### config.mk
export PLATFORM = sky130hd
export DESIGN_NAME = fct_ctrl
export DESIGN_NICKNAME = d
export VERILOG_FILES = /design/src/hdl/fct_pkg.sv /design/src/hdl/fct_ctrl.sv
export SDC_FILE = /design/constraint.sdc
export NUM_CORES = 1
export LEC_CHECK = 0
export ABC_AREA = 1
export BUFFER_PORTS_ARGS = -buffer_cell sky130_fd_sc_hd__buf_4
export CAP_MARGIN = 20
export CELL_PAD_IN_SITES_DETAIL_PLACEMENT = 1
export CELL_PAD_IN_SITES_GLOBAL_PLACEMENT = 2
export CORE_MARGIN = 1
export CORE_UTILIZATION = 22
export CTS_CLUSTER_DIAMETER = 80
export CTS_CLUSTER_SIZE = 10
export DETAILED_ROUTE_END_ITERATION = 8
export PLACE_DENSITY = 0.67
export SLEW_MARGIN = 5
export SYNTH_ARGS = -nofsm -noshare
export SYNTH_HDL_FRONTEND = slang
export SYNTH_SLANG_ARGS = --single-unit
export TNS_END_PERCENT = 10
### constraint.sdc
create_clock -name clk -period 1.5 [get_ports clk]
set_clock_uncertainty 0.15 [all_clocks]
set_input_delay 0.45 -clock clk [delete_from_list [all_inputs] [get_ports clk]]
set_output_delay 0.45 -clock clk [all_outputs]
set_load 0.1 [all_outputs]
### src/hdl/fct_pkg.sv
`timescale 1ns / 1ps
`default_nettype none
package fct_pkg;
  localparam int MAX_CELLS_DEF  = 4096;
  localparam int VALUE_BITS_DEF = 32;
  localparam int SIZE_W = 13;
  localparam int IDX_W  = 12;
  localparam int OUT_W  = 32;

  // Register indexes of the configuration port.
  localparam logic [1:0] REG_SIZE_X = 2'd0;
  localparam logic [1:0] REG_SIZE_Y = 2'd1;
  localparam logic [1:0] REG_SIZE_Z = 2'd2;
  localparam logic [1:0] REG_DIMS   = 2'd3;

  // Input item functions.
  localparam logic FUNC_STORE = 1'b0;
  localparam logic FUNC_READ  = 1'b1;

  // Result status codes.
  localparam logic [1:0] ST_OK      = 2'd0;
  localparam logic [1:0] ST_XEDGE   = 2'd1;
  localparam logic [1:0] ST_OUTSIDE = 2'd2;

  // Commands from the controller to the datapath.
  typedef struct packed {
    logic       load;     // capture the item and start the index setup
    logic       write;    // write all six memories at the latched index
    logic       fetch;    // issue one neighbour read, tap number below
    logic [2:0] tap;
    logic       acc;      // accumulate the data of the previous read
    logic [2:0] acc_tap;
    logic       finish;   // present the result
  } fct_cmd_t;

  // Status from the datapath to the controller.
  typedef struct packed {
    logic in_grid;
    logic xedge;
  } fct_stat_t;
endpackage
`default_nettype wire

### src/hdl/fct_ctrl.sv
`timescale 1ns / 1ps
`default_nettype none
module fct_ctrl import fct_pkg::*; (
  input  wire logic      clk,
  input  wire logic      rst,
  input  wire logic      start,
  input  wire logic      func,
  input  wire fct_stat_t stat,
  output logic           busy,
  output fct_cmd_t       cmd
);
  localparam logic [2:0] S_IDLE  = 3'd0;
  localparam logic [2:0] S_SETUP = 3'd1;
  localparam logic [2:0] S_DEC   = 3'd2;
  localparam logic [2:0] S_FETCH = 3'd3;
  localparam logic [2:0] S_DRAIN = 3'd4;
  localparam logic [2:0] S_DONE  = 3'd5;

  logic [2:0] state, state_next;
  logic [2:0] tap, tap_next;
  logic       is_read, is_read_next;

  assign busy = (state != S_IDLE);

  // Sequencer: index setup, then a write or six neighbour reads.
  always_comb begin
    state_next   = state;
    tap_next     = tap;
    is_read_next = is_read;
    cmd          = '0;
    unique case (state)
      S_IDLE: begin
        if (start) begin
          cmd.load     = 1'b1;
          is_read_next = func;
          state_next   = S_SETUP;
        end
      end
      S_SETUP: state_next = S_DEC;
      S_DEC: begin
        if (!is_read) begin
          cmd.write  = stat.in_grid;
          state_next = S_IDLE;
        end else if (!stat.in_grid || stat.xedge) begin
          state_next = S_DONE;
        end else begin
          tap_next   = 3'd0;
          state_next = S_FETCH;
        end
      end
      S_FETCH: begin
        cmd.fetch   = 1'b1;
        cmd.tap     = tap;
        cmd.acc     = (tap != 3'd0);
        cmd.acc_tap = tap - 3'd1;
        tap_next    = tap + 3'd1;
        if (tap == 3'd5) state_next = S_DRAIN;
      end
      S_DRAIN: begin
        cmd.acc     = 1'b1;
        cmd.acc_tap = 3'd5;
        state_next  = S_DONE;
      end
      S_DONE: begin
        cmd.finish = 1'b1;
        state_next = S_IDLE;
      end
      default: state_next = S_IDLE;
    endcase
  end

  always_ff @(posedge clk) begin
    if (rst) begin
      state   <= S_IDLE;
      tap     <= '0;
      is_read <= 1'b0;
    end else begin
      state   <= state_next;
      tap     <= tap_next;
      is_read <= is_read_next;
    end
  end
endmodule
`default_nettype wire

==> flow_summary.json, run 1 <==
{
  "grt_first_pass_wirelength_um": 3091,
  "syn_area_per_cell_um2": 6.753,
  "utilization_pct": 54.17,
  "fin_cells": 152,
  "syn_inst": 78,
  "p_leak_nw": 0.5451,
  "grt_pass1_vias": 703,
  "antennaDiodeCount": 0,
  "fin_nets": 135,
  "cts_max_path_buffers": 2,
  "core_area_um2": 2233,
  "die_y_um": 50.93,
  "avgRoutedWirePerCell_um": 11.88,
  "netlist.area_leader.share_pct": 26.60,
  "fin_tns_setup_ns": -4.104,
  "root_buffer": "clkbuf_4",
  "dieArea_um2": 2594,
  "tightest_slew_ns": 0.2059,
  "syn_nets": 88,
  "hold_viol_final": 0,
  "insertion_delay_ns": 0.25,
  "startpoint_type": "register",
  "track_usage_pct": 16.15,
  "slew_viol_final": 0,
  "worstPathMaxFanout": 3,
  "synth_area_leader_cell": "dfxtp_1",
  "synthTopCellsByArea": "dfxtp_1 (27%), nand2_1 (12%), ha_1 (9.5%), inv_1 (7.8%), nor2_1 (7.8%)",
  "power.density_nw_per_um2": 762.6,
  "cts_tree": "yes",
  "io_buffer_count": 17,
  "outcome": "complete, but fails checks",
  "netlist-cell-type-count": 24,
  "overflow": 0,
  "grt_max_degree": 6,
  "seqPwrFrac_pct": 23.9,
  "clk_pin_slew_worst_paths_ns": 0.06,
  "initial_core_util_pct": 23.59,
  "arrival_ns": 1.38,
  "syn_to_final_growth_pct": 129.7,
  "cts_hold_buf": 0,
  "cts_made_buffers": 3,
  "drc": 0,
  "p_sw_w": 0.0004096,
  "swShare_pct": 44.39,
  "avgViaCountPerCell": 4.329,
  "dp_cells": 146,
  "gp_congestion": 0.8118,
  "h-tree-depth": 1,
  "power_frac_comb_pct": 55.7,
  "seq_area_frac_synth_pct": 26.60,
  "ys_ff_latch": 7,
  "maxSlewHeadroom_pct": 86.25,
  "antenna_found_initial": 0,
  "intPower_w": 0.0005132,
  "finalCritPeriodShare_pct": 131.9,
  "vias": 658,
  "wl_um": 1806,
  "endpoint_kind": "primary output",
  "drt-pass1-iter-count": 4,
  "num_io_pins": 18,
  "dp_hpwl_um": 1369,
  "hold_path_class": "in2reg",
  "critical_path_class": "reg2out",
  "cts.sinks": 7,
  "critPathRequiredTime_ns": 0.90,
  "rows": 17,
  "rsz0062_at_grt": "true",
  "synth_area_um2": 526.8,
  "ys_warn_count": 0,
  "drt_iter0_drc": 7,
  "peakVddDrop_mv": 0.6362,
  "violations": "negative setup slack",
  "fp.dieW_um": 50.93,
  "fin_hold_ws_ns": 0.2076,
  "drive_gt1_share_pct": 63.71,
  "setup_slack_ns": -0.4779,
  "maxCapViolCount": 0,
  "fin_crit_ns": 1.978,
  "clkPwrFrac_pct": 20.4,
  "ant_nets": 0,
  "pre_cts_slack_ns": -0.3410,
  "setup_violations": 12,
  "max_freq_ghz": 0.5056
}
[final timing paths]
kind | startpoint | endpoint | slack (ns) | cells past startpoint
worst min register to register | is_read | is_read | 0.45 | 3
worst max register to register | tap[0] | tap[1] | 0.02 | 7
worst max-delay path | tap[0] | cmd[2] | -0.48 | 5
worst min-delay path | rst | is_read | 0.21 | 2
[repair_timing]
| item | 4_1_cts | 5_1_grt |
|---|---|---|
| gates cloned | 0 | 0 |
| endpoints found under the setup margin | 12 | 13 |
| pin swaps | 3 | 1 |
| setup buffers | 1 | 1 |
| gates resized for setup | 39 | 4 |
[cell usage after synthesis]
cell type  number
nand2_1        17
inv_4           1
a21oi_1         1
nand3_4         1
nor3_1          1
a31oi_1         1
nor3_2          1
inv_2           2
xnor2_1         1
nand4_1         1
inv_1          11
o21ai_2         1
nor2_2          2
o21ai_0         3
nand3b_1        1
nand2_2         3
nand2_4         1
dfxtp_1         7
nand3_1         4
nor2_1         11
a21oi_2         1
xor2_1          1
ha_1            4
or2_1           1
[sequential cells by signal (all words and copies together), names as in the netlist]
signal   count
is_read      1
tap          3
state        3
[routing by layer]
metal,vias up,global-route usage [%],routed length [um]
met5,-,0,0
met4,0,4.167,9
met3,2,2.976,38
met2,7,27.19,934
met1,316,20.89,824
li1,333,-,-
[layout make-up]
cell class                      count  area [um^2]
Sequential cell                     7        151.4
Multi-Input combinational cell     57        445.4
Clock buffer                        4        26.28
Fill cell                         261         1023
Timing Repair Buffer               42        480.5
Inverter                           14        71.32
Tap cell                           28        35.03
[worst max-delay path, cell delays in order, from the launching register on]
cell and delay [ns]:
dfxtp_4 0.36, inv_4 0.05, ha_4 0.22, or2_4 0.24
clkinvlp_4 0.08, buf_12 0.16
[per-stage QoR]
stage	total power, W	area, um^2
finish	0.0009227	1210
global route	0.0009698	1210
CTS	0.0009126	1186
detailed placement	0.0006657	989.7
global placement	0.0006605	989.7
floorplan	0.0005185	641.9
[cell usage in the layout, fill, tap and decap left out, types with 3 or more instances in the layout]
cell      instances
buf_12           12
buf_4            27
clkbuf_4          3
dfxtp_2           3
inv_1             8
inv_4             3
nand2_1          15
nand2_2           4
nand3_1           4
nor2_1            7
nor2_4            5
[power by group through the flow]
| stage | Sequential, W | Combinational (W) | Clock [W] |
|---|---|---|---|
| finish | 0.000221 | 0.000514 | 0.000188 |
| global route | 0.000223 | 0.000547 | 0.000200 |
| CTS | 0.000221 | 0.000503 | 0.000189 |
| detailed placement | 0.000223 | 0.000443 | 0 |
| global placement | 0.000222 | 0.000438 | 0 |
| floorplan | 0.000226 | 0.000293 | 0 |
[kinds of logic after synthesis]
kind of cell | Yosys count | share of synthesized area [%]
xor gates and xnor gates | 2 | 3.326
adders and majority gates | 4 | 9.502
DFF | 7 | 26.60
buffers and inverters | 14 | 10.45
AOI/OAI and AO/OA | 7 | 8.313
and+or+nand+nor | 44 | 41.81
Note: power is estimated with default switching activity, not from simulation.
==> run 2: changes to the inputs <==
Settings changed: CORE_MARGIN 1 to not set, CORE_UTILIZATION 22 to 24, PLACE_DENSITY 0.67 to 0.7.
Clock period 1.5 ns to 1.96 ns, I/O delays scaled along.
==> run 2 against run 1 <==
Compared with the run above: the run still ends with negative setup slack left; register-to-register slack improved by 0.60 ns; final area fell by 13%; sequential cell count did not move; total power fell by 29%; worst setup slack improved by 0.34 ns; clock power fell by 27%; count of clock-buffer cells in the layout did not move; largest power group unchanged.
==> flow_summary.json, run 2 (synthesized netlist as in run 1, its figures left out) <==
{
  "multi_input_area_um2": 430.4,
  "drive_gt1_share_pct": 63.06,
  "vias": 594,
  "root_buffer": "clkbuf_4",
  "worstPathCellList": "inv_2, ha_4, or2_4, clkinvlp_4, buf_12",
  "initial_core_util_pct": 26.05,
  "drt_iter0_drc": 3,
  "maxSlewHeadroom_pct": 86.32,
  "cts.sinks": 7,
  "fin_crit_ns": 2.103,
  "grt_first_pass_wirelength_um": 2842,
  "fillCellCount": 241,
  "rows": 16,
  "hold_viol_final": 0,
  "rsz0062_at_grt": "true",
  "avgRoutedWirePerCell_um": 12.04,
  "io_buffer_count": 17,
  "critPathRequiredTime_ns": 1.22,
  "dieArea_um2": 2386,
  "tightest_slew_ns": 0.2057,
  "drt-pass1-iter-count": 3,
  "final_area_um2": 1057,
  "grt_pass1_vias": 638,
  "avgViaCountPerCell": 4.304,
  "num_io_pins": 18,
  "core_area_um2": 2022,
  "final_cell_mix": "buf_4 (16), nand2_1 (14), buf_12 (10)",
  "setup_slack_ns": -0.1427,
  "fin_hold_ws_ns": 0.3418,
  "ant_nets": 0,
  "ff_latch_area_um2": 151.4,
  "violations": "negative setup slack",
  "insertion_delay_ns": 0.26,
  "dp_hpwl_um": 1312,
  "grt_max_degree": 6,
  "arrival_ns": 1.36,
  "critPathMaxStageDelay_ns": 0.33,
  "cp_slowest_cell": "dfxtp_2",
  "antenna_found_initial": 0,
  "die_y_um": 48.85,
  "h-tree-depth": 1,
  "power.density_nw_per_um2": 616.1,
  "track_usage_pct": 16.48,
  "pre_cts_slack_ns": -0.09544,
  "cts_max_path_buffers": 2,
  "postCtsSetupRepairBufs": 0,
  "hold_path_class": "reg2reg",
  "outcome": "complete, but fails checks",
  "mostFrequentLayoutCell": "buf_4",
  "peakVddDrop_mv": 0.3945,
  "cts_made_buffers": 3,
  "worstPathMaxFanout": 3,
  "path_delay_family": "flip-flops",
  "startpoint_type": "register",
  "p_total_w": 0.0006514,
  "maxCapViolCount": 0,
  "p_leak_nw": 0.4699,
  "drc": 0,
  "max_freq_ghz": 0.4756,
  "setup_violations": 8,
  "reg_top3": "state x3, tap x3, is_read x1",
  "gp_congestion": 0.7440,
  "cts_tree": "yes",
  "overflow": 0,
  "syn_to_final_growth_pct": 100.7,
  "finalCritPeriodShare_pct": 107.3,
  "place_area_um2": 820.8,
  "worst-path-buf-inv": 3,
  "critical_path_class": "reg2out",
  "endpoint_kind": "primary output",
  "wl_um": 1661,
  "antennaDiodeCount": 0,
  "clk_pin_slew_worst_paths_ns": 0.05,
  "slew_viol_final": 0,
  "fp.dieW_um": 48.85,
  "fin_nets": 122
}
run 2: layout make-up:
type / count / area share, %
timing repair buffer: 29 / 33.49
inverter: 14 / 5.799
clock buffer: 4 / 2.485
multi-input combinational: 57 / 40.71
tap: 27 / 3.195
sequential: 7 / 14.32
run 2: where the power goes:
| group | internal, W | switching [W] | total, W |
|---|---|---|---|
| combinational | 0.000119 | 0.000222 | 0.000340 |
| sequential | 0.000156 | 0.0000166 | 0.000173 |
| clock | 0.0000782 | 0.0000603 | 0.000138 |
| total | 0.000353 | 0.000299 | 0.000651 |
run 2: layer usage:
metal	track usage, %	part of all wire (%)
met1	17.75	42
met2	28.94	53
met3	5.607	3.6
met4	7.353	1.7
met5	0	0
run 2: through the flow:
| step | setup TNS [ns] | std cells | utilization [%] |
|---|---|---|---|
| after floorplan | -1.917 | 78 | - |
| after global placement | -0.02202 | 134 | 40.59 |
| after detailed placement | -0.09544 | 134 | 40.59 |
| after CTS | -0.5198 | 138 | 49.94 |
| after global routing | -0.9691 | 138 | 52.29 |
| final | -0.4486 | 138 | 52.29 |
run 2: path summary, 6_finish.rpt:
kind	from	endpoint	slack, ns	cells after the start
max reg2reg	tap[1]	tap[1]	0.62	6
max	tap[1]	cmd[2]	-0.14	5
min reg2reg	is_read	is_read	0.34	2
min	is_read	is_read	0.34	2
run 2: what timing repair did:
action | in CTS | in global routing
gates resized for setup | 45 | 12
hold buffers | 0 | 0
pin swaps | 3 | 1
endpoints found under the setup margin | 12 | 12
run 2: worst min-delay path, stage by stage (launching register included):
cell and delay, ns:
dfxtp_1 0.32, nand2_1 0.08, a21oi_2 0.05
